File: src/rtl/tccs_pkg.sv
package tccs_pkg;

  // Default screen geometry
  localparam int DEF_COLUMNS = 80;
  localparam int DEF_ROWS    = 25;

  // Character and attribute codes
  localparam logic [7:0] NEWLINE_CODE = 8'h0A;
  localparam logic [7:0] SPACE_CODE   = 8'h20;
  localparam logic [7:0] RESET_ATTR   = 8'h0F;

  // Item kinds
  typedef enum logic [1:0] {
    KIND_PUT   = 2'd0,
    KIND_READ  = 2'd1,
    KIND_CLEAR = 2'd2
  } kind_t;

  // Start points for the cell sweep counter
  typedef enum logic [1:0] {
    SW_ZERO   = 2'd0,
    SW_COPY   = 2'd1,
    SW_BOTTOM = 2'd2
  } sweep_sel_t;

  // Controller to datapath commands
  typedef struct packed {
    logic       load;
    logic       sweep_set;
    sweep_sel_t sweep_sel;
    logic       fill_step;
    logic       fill_reset_attr;
    logic       copy_step;
    logic       rd_issue;
    logic       put_write;
    logic       cur_newline;
  } cmd_t;

  // Datapath to controller status
  typedef struct packed {
    logic is_nl;
    logic col_full;
    logic row_last;
    logic sweep_last;
  } status_t;

endpackage

File: src/rtl/tccs_ctrl.sv
module tccs_ctrl (
  input  logic             clk,
  input  logic             rst,
  input  logic             start,
  input  logic [1:0]       kind,
  input  tccs_pkg::status_t stat,
  output tccs_pkg::cmd_t   cmd,
  output logic             busy,
  output logic             done
);
  import tccs_pkg::*;

  typedef enum logic [8:0] {
    S_INIT  = 9'b000000001,
    S_IDLE  = 9'b000000010,
    S_PUT   = 9'b000000100,
    S_READ  = 9'b000001000,
    S_CLEAR = 9'b000010000,
    S_COPY  = 9'b000100000,
    S_DRAIN = 9'b001000000,
    S_BLANK = 9'b010000000,
    S_DONE  = 9'b100000000
  } state_t;

  state_t state, state_next;

  // Hold state
  always_ff @(posedge clk) begin
    if (rst) begin
      state <= S_INIT;
    end else begin
      state <= state_next;
    end
  end

  assign busy = (state != S_IDLE);
  assign done = (state == S_DONE);

  // Decode next state and commands
  always_comb begin
    state_next = state;
    cmd        = '0;
    cmd.sweep_sel = SW_ZERO;
    unique case (state)
      S_INIT: begin
        cmd.fill_step       = 1'b1;
        cmd.fill_reset_attr = 1'b1;
        if (stat.sweep_last) state_next = S_IDLE;
      end
      S_IDLE: begin
        if (start) begin
          cmd.load      = 1'b1;
          cmd.sweep_set = 1'b1;
          cmd.sweep_sel = SW_ZERO;
          case (kind)
            KIND_PUT:   state_next = S_PUT;
            KIND_READ:  state_next = S_READ;
            KIND_CLEAR: state_next = S_CLEAR;
            default:    state_next = S_DONE;
          endcase
        end
      end
      S_PUT: begin
        if (stat.is_nl || stat.col_full) begin
          // Take a new line; scroll from the bottom row
          cmd.cur_newline = 1'b1;
          if (stat.row_last) begin
            cmd.sweep_set = 1'b1;
            cmd.sweep_sel = SW_COPY;
            state_next    = S_COPY;
          end else if (stat.is_nl) begin
            state_next = S_DONE;
          end
        end else begin
          cmd.put_write = 1'b1;
          state_next    = S_DONE;
        end
      end
      S_READ: begin
        cmd.rd_issue = 1'b1;
        state_next   = S_DONE;
      end
      S_CLEAR: begin
        cmd.fill_step = 1'b1;
        if (stat.sweep_last) state_next = S_DONE;
      end
      S_COPY: begin
        cmd.copy_step = 1'b1;
        if (stat.sweep_last) state_next = S_DRAIN;
      end
      S_DRAIN: begin
        // Last copy word lands this cycle
        cmd.sweep_set = 1'b1;
        cmd.sweep_sel = SW_BOTTOM;
        state_next    = S_BLANK;
      end
      S_BLANK: begin
        cmd.fill_step = 1'b1;
        if (stat.sweep_last) state_next = stat.is_nl ? S_DONE : S_PUT;
      end
      S_DONE: begin
        state_next = S_IDLE;
      end
      default: begin
        state_next = S_INIT;
      end
    endcase
  end

endmodule

File: config.mk
export PLATFORM = sky130hd
export DESIGN_NAME = tccs_ctrl
export DESIGN_NICKNAME = d
export VERILOG_FILES = /design/src/rtl/tccs_pkg.sv /design/src/rtl/tccs_ctrl.sv
export SDC_FILE = /design/constraint.sdc
export NUM_CORES = 1
export LEC_CHECK = 0
export BUFFER_PORTS_ARGS = -buffer_cell sky130_fd_sc_hd__buf_2
export CORE_UTILIZATION = 54
export DETAILED_ROUTE_END_ITERATION = 6
export PLACE_DENSITY_LB_ADDON = 0.1
export SLEW_MARGIN = 20
export SYNTH_ARGS = -nofsm -noshare
export SYNTH_HDL_FRONTEND = slang
export SYNTH_SLANG_ARGS = --single-unit
File: constraint.sdc
create_clock -name clk -period 2.9 [get_ports clk]
set_clock_uncertainty 0.1 [all_clocks]
set_input_delay 0.29 -clock clk [delete_from_list [all_inputs] [get_ports clk]]
set_output_delay 0.29 -clock clk [all_outputs]
set_load 0.1 [all_outputs]
## Word-level counts from Yosys, hierarchy flattened

Index checks and enable logic that the tools add are counted.

| operators by class | value |
|---|---|
| equal/unequal tests | 18 |
| muxes and demuxes | 23 |
| reduce and logical (&&, ||, !) cells | 4 |

Operators by type and width:

| operator | count |
|---|---|
| $mux W9 | 9 |
| $pmux W9 S9 | 1 |
| $pmux W9 S3 | 1 |
| $ne A2 B2 Y1 const B | 5 |
| $eq A9 B1 Y1 const B | 1 |
| $eq A9 B2 Y1 const B | 1 |
| $eq A9 B3 Y1 const B | 1 |
| $eq A9 B4 Y1 const B | 1 |
| $eq A9 B5 Y1 const B | 1 |
| $eq A9 B6 Y1 const B | 1 |
| $eq A9 B7 Y1 const B | 1 |
| $eq A9 B8 Y1 const B | 1 |
| $eq A9 B9 Y1 const B | 1 |
| $ne A9 B2 Y1 const B | 1 |
| $pmux W3 S3 | 1 |
| $mux W1 | 7 |
| $mux W3 | 2 |
| $reduce_and A6 Y1 | 1 |
| $mux W4 | 1 |
| $ne A4 B4 Y1 const B | 1 |
| $reduce_or A3 Y1 | 1 |
| $eq A2 B1 Y1 const B | 1 |
| $eq A2 B2 Y1 const B | 1 |
| $logic_not A2 Y1 | 1 |
| 2 further kinds | 2 |

| storage, ports and cells | value |
|---|---|
| bits of input ports | 9 |
| output and inout bits | 12 |
| flip-flop bits (word level) | 9 |

## Logic depth before layout (Yosys ltp)

| logic depth | value |
|---|---|
| depth after elaboration | 4 |
| mapped depth | 7 |

## Worst setup path before layout

OpenSTA, ideal clock, no wires.

| path | value |
|---|---|
| kind | reg2reg |
| from | reg state[6] |
| to | reg state[6] |
| arrival | 4.399 ns |
| stages on the path, launching flop included | 4 |
| required time | 2.715 ns |
| path buffers | 0 |
| slack | -1.684 ns |
| cell sequence | dfxtp_1 or4_4 nor4b_1 nor3b_1 |

| between the ends | value |
|---|---|
| word-level cells in the longest chain between the ends | 3 |
| elaborated cells on any way between the ends | 17 |
| classes of those cells | eq/ne: 15; mux: 1; reduce/logical: 1 |

Ends and longest elaborated chain:

| what | line | text |
|---|---|---|
| start: declaration | tccs_ctrl.sv:25 | `state_t state, state_next;` |
| start signal: assignment | tccs_ctrl.sv:32 | `state <= state_next;` |
| $eq A9 B3 Y1, or another cell as far along | tccs_ctrl.sv:44 | `unique case (state)` |
| $ne A4 B4 Y1 (no source line) / $ne A2 B2 Y1 (equally long branches) | n/a |  |
| $reduce_and A6 Y1 (no source line) | n/a |  |

Parallel ways exist; a longest one is shown, timed or not.
A chain may end at the register's enable or synchronous reset.

==> out/results.txt <==
The share of total power dissipated in combinational logic is 63.3%. In the post-synthesis netlist, the biggest area contributors are dfxtp_1, nor2_1, nor3b_1. The logs give 21 for the violation count after the first detailed-routing iteration and 0.498 ns for the pre-CTS worst setup slack.

The number of hold-repair buffers added at the cts stage was 0; the number of warnings reported in the yosys synthesis log was 0. Derived from the worst setup path, the maximum achievable clock frequency is 0.370 GHz. At the worst endpoint, the required time is 2.51 ns. The synthesized netlist devotes 14.7% of its cell area to compound gates.

The first global-routing pass estimated 2990 um of wire. The HPWL after detailed placement is 1440 um. The tools report the critical path startpoint as state[1]. The global route total overflow was 0.

After detailed routing, the number of remaining DRC violations is 0. The headroom to the max-slew limit was 67.5%. The run finished with clean final reports.

The tools report the startpoint of the most critical register-to-register path as state[7]. By area, the combinational part of the netlist is dominated by simple AND/OR/NAND/NOR gates. Once layout is done, the placed cells without fillers occupy 885 um2. Highest net fanout along the worst path: 8. The final-report max-slew violation count was 0.

The logs give 4 for the number of detailed-route iterations in the first pass and 95 for the post-synthesis cell count. The flip-flop and latch count after synthesis is 9, and the sequential group share of total power is 24.0%. TritonCTS built the clock tree. The top cell type by area accounts for 24.1% of the synthesized area. The number of global-route vias before repair is 687, and the sequential element share of the synthesized area is 24.1%. The via density per instance works out to 6.27. The number of antenna violations at the first check in global routing is 0, and the number of flip-flops under the largest register name is 9.

In the final layout, the registers with the most flip-flops are state (9). The pin count of the biggest net entering global routing was 13. The congestion estimate from routability-driven global placement came to 0.885. The core region is 1300 um2.

Setup repair after global routing left no endpoint under its margin. Clock-pin slew was measured on the worst setup and hold paths at 0.06 ns. The cell-internal power was 322 uW; the share of synthesized area spent on multiplexers was 0%. Most common cell after layout, fill and taps aside: buf_2.

The run gives 104 as the net count of the mapped netlist. After layout, the minimum clock period comes to 2.70 ns. The overall routing resource usage is 29.2%, and the cell area after placement is 858 um2.

The logs give 0 for the count of final setup violators and 21 for the number of top-level design ports. The area added between synthesis and finish was 18.4%; the net switching share of the total power was 55.8%. The tools report the startpoint kind of the worst setup timing path as a register. The count of nets left with antenna violations once routing finished came out at 0. Across the run, the number of max-cap violations was 0. Summed over all failing endpoints, the final setup total negative slack is 0 ns. The die is 39.2 um tall. The final critical-path share of the clock period was 93.1%.

The critical path in this run is classified as reg -> out. For the effective utilization at floorplan, the log shows 57.4%. The worst-case IR drop observed on VDD is 0.609 mV. Count of port buffers added during placement: 20. The floorplan step defined a die boundary enclosing 1540 um2. The post-synthesis share of cell area spent on full adders, half adders and majority gates works out to 0%. After detailed routing, the total wire length is 1900 um. The run gives 1 as the number of H-tree levels.

The clock passes through at most 2 buffers. At the end of the flow, the number of nets in the layout was 123. The number of cells upsized or downsized after cts was 0. The count of antenna diodes in the layout is 0, and the worst-case setup margin in the final layout is 0.200 ns. Standard-cell row count: 13.

The root buffer cell chosen for the clock tree is clkbuf_4. The signal arrival time at the worst endpoint came out at 2.31 ns. The net switching component of the power was 406 uW; the number of distinct library cells after synthesis was 42.

For the leakage power total, the log shows 0.342 nW. The min-delay analysis places its worst path in the category in -> reg. Summing the areas of all and, or, nand and nor instances in the mapped netlist gives 50.9% of the synthesized area. The cell type with the largest total area after synthesis is dfxtp_1.

The tools report the final hold violation count as 0. The average detailed-routed wire length per instance was 14.9 um; the area share of xor/xnor cells in the synthesized design was 4.69%. In this run the post-CTS setup repair buffer count came out at 0.

The fraction of final layout cells with drive strength greater than 1 was 35.4%; the synthesized area per cell was 7.86 um2. The number of clock buffers added by TritonCTS is 3. In this run the horizontal extent of the chip is 39.2 um. The clock latency of the later-clocked register in the worst-skew pair is 0.25 ns. Counting every sink on the clock net gives 9. The clock network fraction of design power was 12.7%.

The library cells used most frequently in the layout, excluding fill and tap cells, are buf_2, nor2_1, dfxtp_1. For this design the ratio of total power to cell area is 823 nW/um2. The final route contains 803 vias. The pin slew with the least headroom to its limit came out at 0.490 ns.

The launch instance of the worst min-delay path was kind[1]. The category of the worst setup path capture point was a primary output. Counting flops per register, the top entry is state. The synthesized netlist occupies a cell area of 747 um2.
power by group through the flow:
stage | logic [mW] | clock network, mW | registers, mW
3_3_place_gp | 0.456 | 0 | 0.175
3_5_place_dp | 0.461 | 0 | 0.176
4_1_cts | 0.463 | 0.0961 | 0.174
5_1_grt | 0.492 | 0.103 | 0.177
2_1_floorplan | 0.411 | 0 | 0.157
6_report | 0.461 | 0.0923 | 0.175
stage by stage:
step / std cells / util (%) / hold WS (ns) / total power [mW]
6_report: 128 / 68.0 / 0.146 / 0.728
5_1_grt: 128 / 68.0 / 0.138 / 0.773
4_1_cts: 128 / 68.0 / 0.137 / 0.733
3_5_place_dp: 124 / 66.0 / 0.398 / 0.637
3_3_place_gp: 124 / 66.0 / 0.393 / 0.631
2_1_floorplan: 95 / - / 0.267 / 0.568
cell type report:
class                   instances  area [um2]
multi-input cells              79         556
fillers                       119         417
flip-flops and latches          9         180
repair buffers                 20         100
clock buffers                   4        26.3
well taps                      15        18.8
inverters                       1        3.75
worst paths after layout:
kind	endpoint	slack [ns]	cells after the start
hold / removal	state[3]	0.15	2
hold reg to reg	state[4]	0.55	2
setup / recovery	cmd[5]	0.20	5
setup reg to reg	state[4]	0.75	5
layer usage:
metal	part of all wire, %	track usage, %
met2	49	45.8
met1	43	37.4
met5	0	0
met4	1.5	15.5
met3	5.8	5.20
Yosys cell counts, drive strengths merged:
cell type and n:
or2b 1, xor2 2, inv 1, nor2b 1
o21ai 4, a311oi 1, and4b 1, nor4b 3
clkbuf 1, or3 2, a2bb2oi 1, nand2b 1
nor2 12, o32a 1, xnor2 2, nor3 7
nand3 2, dfxtp 9, a211oi 1, or4 1
nor4 4, and3b 1, or2 2, nand2 6
buf 5, a21oi 7, and4 2, nor3b 5
nand4b 1, a311o 1, a221oi 1, and2 2
nand4 3, or4b 1
logic make-up (layout without fill, tap and decap cells):
logic type,Yosys count,in the layout
compound gates,17,17
xor+xnor,4,4
buf+inv,7,25
flops,9,9
simple gates,58,58
worst max-delay path, stage by stage, from the launching register on:
cell and delay (ns):
dfxtp_1 0.38, nor4_2 0.50, nand2_1 0.23, or2_1 0.29, a211oi_2 0.21, buf_2 0.45
Power figures use the tool's default switching activity.
